File: config.mk
export PLATFORM = sky130hd
export DESIGN_NAME = nmea_sentence_framer_checker_top
export DESIGN_NICKNAME = d
export VERILOG_FILES = /design/src/nsfc_pkg.sv /design/src/nmea_sentence_framer_checker_top.sv /design/src/nsfc_line_state.sv
export SDC_FILE = /design/constraint.sdc
export NUM_CORES = 1
export LEC_CHECK = 0
export BUFFER_PORTS_ARGS = -buffer_cell sky130_fd_sc_hd__buf_4
export CORE_UTILIZATION = 45
export CTS_BUF_LIST = sky130_fd_sc_hd__clkbuf_8
export DETAILED_ROUTE_END_ITERATION = 8
export SYNTH_ARGS = -nofsm -noshare
export SYNTH_HDL_FRONTEND = slang
export SYNTH_SLANG_ARGS = --single-unit
File: constraint.sdc
create_clock -name clk -period 4.78 [get_ports clk]
set_input_delay 0.717 -clock clk [delete_from_list [all_inputs] [get_ports clk]]
set_output_delay 0.717 -clock clk [all_outputs]
set_load 0.05 [all_outputs]
File: src/nsfc_pkg.sv
package nsfc_pkg;

  localparam int MAX_LINE = 128;
  localparam int CNT_W = $clog2(MAX_LINE);
  localparam int MIN_LEN = 10;
  localparam int LEN_SAT = 127;
  localparam int NUM_TYPES = 6;

  localparam logic [7:0] CH_DOLLAR = 8'h24;
  localparam logic [7:0] CH_CR = 8'h0D;
  localparam logic [7:0] CH_LF = 8'h0A;
  localparam logic [7:0] CH_STAR = 8'h2A;
  localparam logic [7:0] CH_ZERO = 8'h30;
  localparam logic [7:0] CH_NINE = 8'h39;
  localparam logic [7:0] CH_UA = 8'h41;
  localparam logic [7:0] CH_UF = 8'h46;
  localparam logic [7:0] CH_LA = 8'h61;
  localparam logic [7:0] CH_LF_HEX = 8'h66;
  localparam logic [7:0] CH_G = 8'h47;
  localparam logic [7:0] CH_P = 8'h50;
  localparam logic [7:0] CH_L = 8'h4C;
  localparam logic [7:0] CH_A = 8'h41;
  localparam logic [7:0] CH_B = 8'h42;
  localparam logic [7:0] CH_D = 8'h44;
  localparam logic [7:0] CH_N = 8'h4E;

  typedef enum logic [2:0] {
    ST_OK        = 3'd0,
    ST_SHORT     = 3'd1,
    ST_NO_STAR   = 3'd2,
    ST_SHORT_SUM = 3'd3,
    ST_BAD_HEX   = 3'd4,
    ST_MISMATCH  = 3'd5
  } status_t;

  localparam logic [2:0] TALK_NONE = 3'd0;
  localparam logic [2:0] TALK_GP = 3'd1;
  localparam logic [2:0] TALK_GL = 3'd2;
  localparam logic [2:0] TALK_GA = 3'd3;
  localparam logic [2:0] TALK_BD = 3'd4;
  localparam logic [2:0] TALK_GN = 3'd5;

  localparam logic [2:0] MSG_NONE = 3'd0;

  localparam logic [23:0] TYPE_NAMES [NUM_TYPES] = '{
    24'h524D43,
    24'h474741,
    24'h475341,
    24'h475356,
    24'h565447,
    24'h474C4C
  };

  typedef struct packed {
    status_t     status;
    logic [2:0]  talker_system;
    logic [2:0]  message_type;
    logic [7:0]  computed_checksum;
    logic [7:0]  parsed_checksum;
    logic [6:0]  sentence_length;
  } result_t;

  function automatic logic [4:0] hex_decode(input logic [7:0] c);
    logic [4:0] r;
    r = 5'd0;
    if (c >= CH_ZERO && c <= CH_NINE) begin
      r = {1'b1, 4'(c - CH_ZERO)};
    end else if (c >= CH_UA && c <= CH_UF) begin
      r = {1'b1, 4'(c - CH_UA + 8'd10)};
    end else if (c >= CH_LA && c <= CH_LF_HEX) begin
      r = {1'b1, 4'(c - CH_LA + 8'd10)};
    end
    return r;
  endfunction

endpackage

File: src/nmea_sentence_framer_checker_top.sv
// A line feed that ends a sentence is held in the input register, and its result is then
// loaded into the output register, which holds it while out_stall is high.
// Throughput: one byte per cycle; the input register stalls only when it holds a line
// feed that ends a sentence while the output register holds a result that is stalled.
// Reset: synchronous active-high rst empties both registers and clears the line state,
// so bytes are dropped until the next dollar sign.
module nmea_sentence_framer_checker_top (
  input  logic       clk,
  input  logic       rst,
  input  logic       in_valid,
  output logic       in_stall,
  input  logic [7:0] rx_byte,
  output logic       out_valid,
  input  logic       out_stall,
  output logic [2:0] status,
  output logic [2:0] talker_system,
  output logic [2:0] message_type,
  output logic [7:0] computed_checksum,
  output logic [7:0] parsed_checksum,
  output logic [6:0] sentence_length
);
  import nsfc_pkg::*;

  logic       s1_valid;
  logic [7:0] s1_byte;
  logic       emits;
  logic       out_free;
  logic       s1_adv;
  result_t    result;
  result_t    out_reg;

  nsfc_line_state u_line (
    .clk     (clk),
    .rst     (rst),
    .step    (s1_adv),
    .rx_char (s1_byte),
    .emits   (emits),
    .result  (result)
  );

  assign out_free = !out_valid || !out_stall;
  assign s1_adv = s1_valid && (!emits || out_free);
  assign in_stall = s1_valid && !s1_adv;

  always_ff @(posedge clk) begin
    if (rst) begin
      s1_valid <= 1'b0;
    end else if (in_valid && !in_stall) begin
      s1_valid <= 1'b1;
    end else if (s1_adv) begin
      s1_valid <= 1'b0;
    end
  end

  always_ff @(posedge clk) begin
    if (in_valid && !in_stall) begin
      s1_byte <= rx_byte;
    end
  end

  always_ff @(posedge clk) begin
    if (rst) begin
      out_valid <= 1'b0;
    end else if (s1_adv && emits) begin
      out_valid <= 1'b1;
    end else if (!out_stall) begin
      out_valid <= 1'b0;
    end
  end

  always_ff @(posedge clk) begin
    if (s1_adv && emits) begin
      out_reg <= result;
    end
  end

  assign status = out_reg.status;
  assign talker_system = out_reg.talker_system;
  assign message_type = out_reg.message_type;
  assign computed_checksum = out_reg.computed_checksum;
  assign parsed_checksum = out_reg.parsed_checksum;
  assign sentence_length = out_reg.sentence_length;

  a_hold_on_full: assert property (@(posedge clk) disable iff (rst)
    s1_valid && emits && out_valid && out_stall |-> in_stall)
    else $error("A result would overwrite a stalled result.");

  a_result_loads: assert property (@(posedge clk) disable iff (rst)
    s1_adv && emits |=> out_valid)
    else $error("A finished sentence did not reach the output register.");

  a_no_stall_empty: assert property (@(posedge clk) disable iff (rst)
    !s1_valid |-> !in_stall)
    else $error("The input stalled with an empty input register.");

endmodule

File: src/nsfc_line_state.sv
module nsfc_line_state (
  input  logic             clk,
  input  logic             rst,
  input  logic             step,
  input  logic [7:0]       rx_char,
  output logic             emits,
  output nsfc_pkg::result_t result
);
  import nsfc_pkg::*;

  logic             in_sentence, in_sentence_next;
  logic [CNT_W-1:0] char_count, char_count_next;
  logic [7:0]       running_xor, running_xor_next;
  logic             star_seen, star_seen_next;
  logic [1:0]       after_star_count, after_star_count_next;
  logic [7:0]       received_sum, received_sum_next;
  logic             hex_field_ok, hex_field_ok_next;
  logic [15:0]      talker_chars, talker_chars_next;
  logic [NUM_TYPES-1:0] type_hits, type_hits_next;
  logic [15:0]      recent_chars, recent_chars_next;
  logic [4:0]       hex;
  logic [2:0]       talker;
  logic [2:0]       mtype;
  status_t          st;

  assign hex = hex_decode(rx_char);
  assign emits = in_sentence && (rx_char == CH_LF);

  always_comb begin
    in_sentence_next = in_sentence;
    char_count_next = char_count;
    running_xor_next = running_xor;
    star_seen_next = star_seen;
    after_star_count_next = after_star_count;
    received_sum_next = received_sum;
    hex_field_ok_next = hex_field_ok;
    talker_chars_next = talker_chars;
    type_hits_next = type_hits;
    recent_chars_next = recent_chars;
    if (rx_char == CH_DOLLAR) begin
      in_sentence_next = 1'b1;
      char_count_next = CNT_W'(1);
      running_xor_next = 8'd0;
      star_seen_next = 1'b0;
      after_star_count_next = 2'd0;
      received_sum_next = 8'd0;
      hex_field_ok_next = 1'b0;
      talker_chars_next = 16'd0;
      type_hits_next = '0;
      recent_chars_next = {8'd0, CH_DOLLAR};
    end else if (in_sentence && rx_char != CH_CR) begin
      if (rx_char == CH_LF) begin
        in_sentence_next = 1'b0;
      end else if (int'(char_count) >= MAX_LINE - 1) begin
        in_sentence_next = 1'b0;
      end else begin
        if (char_count == CNT_W'(1)) begin
          talker_chars_next[15:8] = rx_char;
        end
        if (char_count == CNT_W'(2)) begin
          talker_chars_next[7:0] = rx_char;
        end
        if (!star_seen) begin
          if (rx_char == CH_STAR) begin
            star_seen_next = 1'b1;
          end else begin
            running_xor_next = running_xor ^ rx_char;
          end
        end else if (after_star_count != 2'd3) begin
          case (after_star_count)
            2'd0: begin
              hex_field_ok_next = hex[4];
              received_sum_next = {hex[3:0], 4'd0};
            end
            2'd1: begin
              hex_field_ok_next = hex_field_ok && hex[4];
              received_sum_next = {received_sum[7:4], hex[3:0]};
            end
            default: begin
              if (hex[4]) begin
                hex_field_ok_next = 1'b0;
              end
            end
          endcase
          after_star_count_next = after_star_count + 2'd1;
        end
        for (int k = 0; k < NUM_TYPES; k++) begin
          if ({recent_chars, rx_char} == TYPE_NAMES[k]) begin
            type_hits_next[k] = 1'b1;
          end
        end
        recent_chars_next = {recent_chars[7:0], rx_char};
        char_count_next = char_count + CNT_W'(1);
      end
    end
  end

  always_ff @(posedge clk) begin
    if (rst) begin
      in_sentence <= 1'b0;
      char_count <= '0;
      running_xor <= 8'd0;
      star_seen <= 1'b0;
      after_star_count <= 2'd0;
      received_sum <= 8'd0;
      hex_field_ok <= 1'b0;
      talker_chars <= 16'd0;
      type_hits <= '0;
      recent_chars <= 16'd0;
    end else if (step) begin
      in_sentence <= in_sentence_next;
      char_count <= char_count_next;
      running_xor <= running_xor_next;
      star_seen <= star_seen_next;
      after_star_count <= after_star_count_next;
      received_sum <= received_sum_next;
      hex_field_ok <= hex_field_ok_next;
      talker_chars <= talker_chars_next;
      type_hits <= type_hits_next;
      recent_chars <= recent_chars_next;
    end
  end

  always_comb begin
    if (int'(char_count) <= MIN_LEN) begin
      st = ST_SHORT;
    end else if (!star_seen) begin
      st = ST_NO_STAR;
    end else if (after_star_count < 2'd2) begin
      st = ST_SHORT_SUM;
    end else if (!hex_field_ok) begin
      st = ST_BAD_HEX;
    end else if (running_xor != received_sum) begin
      st = ST_MISMATCH;
    end else begin
      st = ST_OK;
    end
  end

  always_comb begin
    talker = TALK_NONE;
    if (talker_chars == {CH_G, CH_P}) begin
      talker = TALK_GP;
    end else if (talker_chars == {CH_G, CH_L}) begin
      talker = TALK_GL;
    end else if (talker_chars == {CH_G, CH_A}) begin
      talker = TALK_GA;
    end else if (talker_chars == {CH_G, CH_B} || talker_chars == {CH_B, CH_D}) begin
      talker = TALK_BD;
    end else if (talker_chars == {CH_G, CH_N}) begin
      talker = TALK_GN;
    end
  end

  always_comb begin
    mtype = MSG_NONE;
    for (int k = NUM_TYPES - 1; k >= 0; k--) begin
      if (type_hits[k]) begin
        mtype = 3'(k + 1);
      end
    end
  end

  always_comb begin
    result.status = st;
    result.talker_system = (st == ST_OK) ? talker : TALK_NONE;
    result.message_type = mtype;
    result.computed_checksum = running_xor;
    result.parsed_checksum = (st == ST_OK || st == ST_MISMATCH) ? received_sum : 8'd0;
    result.sentence_length = (int'(char_count) > LEN_SAT) ? 7'(LEN_SAT) : 7'(char_count);
  end

  a_dollar_starts: assert property (@(posedge clk) disable iff (rst)
    step && rx_char == CH_DOLLAR |=> in_sentence && char_count == CNT_W'(1))
    else $error("A dollar transfer did not start a new sentence.");

  a_count_bound: assert property (@(posedge clk) disable iff (rst)
    int'(char_count) <= MAX_LINE - 1)
    else $error("The character count passed the line limit.");

  a_star_before_digits: assert property (@(posedge clk) disable iff (rst)
    after_star_count != 2'd0 |-> star_seen)
    else $error("Characters were counted after an asterisk that was not seen.");

endmodule

==> out/metrics.cfg <==
[die]
coreArea_sq_um=10840
die_h_um=107.3
num_rows=38
die-area_sq_um=11500
start_util_pct=45.99
io_pins=46
die_w_um=107.3

[global_routing]
grtUsageMet1_pct=30.52
grt_max_degree=54
grt_pass1_vias=3853
use_met2_pct=37.97
grt-busiest-layer=met2
met3_usage_pct=4.782
grt_pass1_wl_um=20340
grt-ovfl-total=0
grt_use_total_pct=23.29
antenna_found_initial=0

[yosys]
synth_ff_type=dfxtp_1
seq_area_frac_synth_pct=51.39
syn_nets=537
avgSynthCellArea_sq_um=9.682
postSynth.asyncResetShare_pct=0
synth.distinct_cells=60
synth-seq-cells=108
synth_edf_count=40
netlist_area_sq_um=4986
yosys_warnings=0
synthCells=515

[routing]
avgViaCountPerCell=5.824
drtIter0Drc=242
post-route-drc-count=0
ant_nets=0
vias=4013
wire_per_inst_um=18.01
wirelength_um=12410
drtPass1Iterations=5

[finish]
final_common_cell=dfxtp_1
num-nets-final=566
syn2layout_area_growth_pct=12.47
fill_cells=1047
seqCellArea_sq_um=2562
diodes=0
drive_gt1_share_pct=13.48
multi_input_area_sq_um=2231
mostFrequentLayoutCells=dfxtp_1, nand2_1, buf_4

[setup_path]
worstPathArrival_ns=2.57
critPathKind=register to output port
critPathMaxFanout=10
reg2reg_setup_slack_ns=1.53
rr_worst_depth=7
crit_path_end_kind=output port
reg2reg_to=u_line.received_sum[2]$_SDFFE_PP0P_
crit_path_start_kind=register
rr_startpoint=s1_byte[0]$_DFFE_PP_
worstPathRequired_ns=4.06

[power_and_ir_drop]
total_power_uw=1643
p_comb_share_pct=4.1
power.leakage_uw=0.001962
p_int_uw=1284
switching_share_pct=21.82
p_seq_share_pct=59.5
p_sw_uw=358.4
clkPwrFrac_pct=36.4
power_density_nw_per_um2=292.9
ir_worst_vdd_mv=0.1391

[min_path]
hold_path_end=u_line.talker_chars[5]$_SDFFE_PP0P_
hold_path.class=register to register
hold_start=u_line.talker_chars[5]$_SDFFE_PP0P_
hold_path_depth=2

[timing]
tightest_slew_ns=1.151
fin_skew_ns=0.01110
period_share_pct=68.76
fin_crit_ns=3.287
relSlewSlack_pct=22.94
setup-violations-final=0
hold_violations=0
hold_slack_ns=0.4837
setup_tns_ns=0
fmax_mhz=304.2
slew_violations=0
grt_setup_unrepaired=no

[placed_design]
dp_hpwl_um=8788
globalplace.congestion=0.8658
portBuffers=45

[clock_network]
post_cts_buffers=0
htree_levels=3
cts_buffers=9
cts_resized=0
clkSinkCount=108
clockBufferDepth=2
cts_tree=yes
clk_pin_slew_worst_paths_ns=0.10
cts_hold_buf=0
clk_latency_ns=0.37
cts_root_buf=clkbuf_8

[flow_run]
drv_cap=0

[status]
outcome=complete, no violations

metal layers:
layer  vias to the layer above  part of all wire, %
met4                         0                  1.3
li1                       1972                    -
met2                        99                   49
met3                        12                  4.4
met1                      1930                   46
met5                         -                    0
synthesized netlist by cell type, drive strengths merged (3+ instances only):
master | count | area, sq um
nor4b | 3 | 26.28
or2 | 3 | 18.77
mux2i | 4 | 40.04
a22oi | 12 | 90.09
nor4bb | 3 | 30.03
clkbuf | 20 | 75.07
inv | 16 | 60.06
o31ai | 7 | 52.55
edfxtp | 40 | 1201
and4 | 5 | 43.79
nand4b | 4 | 35.03
nand3b | 7 | 52.55
a21oi | 44 | 220.2
o21ai | 32 | 160.2
nor2 | 27 | 103.9
or4 | 9 | 71.32
nor3b | 4 | 30.03
o2bb2ai | 3 | 26.28
a31oi | 6 | 37.54
nor2b | 4 | 25.02
nor3 | 12 | 60.06
xnor2 | 9 | 78.83
o31a | 3 | 26.28
nand2 | 50 | 187.7
nand2b | 11 | 68.82
mux2 | 3 | 33.78
o211ai | 9 | 67.56
ha | 10 | 125.1
nand3 | 20 | 100.1
or3 | 5 | 31.28
nand4 | 11 | 68.82
nor4 | 7 | 43.79
dfxtp | 68 | 1361
and2 | 10 | 62.56
buf | 10 | 62.56
final cells by class:
class	instances	area share [%]
clock inverters	6	1.450
flip-flops and latches	108	45.69
clock buffers	10	2.454
multi-input cells	361	39.78
repair buffers	48	6.426
well taps	140	3.124
inverters	16	1.071
critical path, stage by stage, from the launching register on:
cell and delay, ns:
edfxtp_1 0.58, nor4_1 0.81, and4_1 0.37, nand4_1 0.14, inv_1 0.10, buf_4 0.20
cell families (layout without fill, tap and decap cells):
| family | after synthesis | in the layout | share of synthesized area [%] |
|---|---|---|---|
| AOI/OAI and AO/OA | 134 | 134 | 16.69 |
| buffers and inverters | 46 | 80 | 3.965 |
| muxes | 7 | 7 | 1.481 |
| xor gates and xnor gates | 9 | 9 | 1.581 |
| adders and majority gates | 10 | 10 | 2.509 |
| and+or+nand+nor | 201 | 201 | 22.38 |
| DFF | 108 | 108 | 51.39 |
how the worst max path moves through the flow:
stage | endpoint | slack, ns | from | cells after the start
global placement | u_line.received_sum[2]$_SDFFE_PP0P_ | 1.81 | s1_byte[0]$_DFFE_PP_ | 7
floorplan | computed_checksum[0]$_DFFE_PP_ | 1.86 | s1_byte[0]$_DFFE_PP_ | 9
global route | u_line.received_sum[2]$_SDFFE_PP0P_ | 1.32 | s1_byte[0]$_DFFE_PP_ | 7
finish | in_stall | 1.49 | s1_byte[7]$_DFFE_PP_ | 5
CTS | in_stall | 1.46 | s1_byte[7]$_DFFE_PP_ | 5
detailed placement | u_line.received_sum[2]$_SDFFE_PP0P_ | 1.61 | s1_byte[0]$_DFFE_PP_ | 7
state kept, by name, indices dropped and copies added (netlist names):
register and count:
parsed_checksum 8, computed_checksum 8, u_line.after_star_count 2, out_valid 1, message_type 3, u_line.received_sum 8, u_line.type_hits 6, status 3
u_line.star_seen 1, u_line.in_sentence 1, u_line.recent_chars 16, u_line.running_xor 8, u_line.char_count 7, s1_byte 8, sentence_length 7, u_line.talker_chars 16
s1_valid 1, talker_system 3, u_line.hex_field_ok 1
power groups by stage:
stage	clock network, uW	registers [uW]	logic (uW)
6_report	599	977	67.2
5_1_grt	662	978	73.5
4_1_cts	615	976	66.4
3_5_place_dp	0	997	66.2
3_3_place_gp	0	996	66.0
2_1_floorplan	0	978	59.4
metrics by stage:
stage	instances	util (%)	setup slack (ns)	area, sq um
floorplan	515	-	1.861	4986
global placement	673	49.71	1.815	5389
detailed placement	673	49.71	1.614	5389
CTS	689	51.73	1.462	5608
global route	689	51.73	1.323	5608
finish	689	51.73	1.493	5608
(Power assumes the default switching activity.)
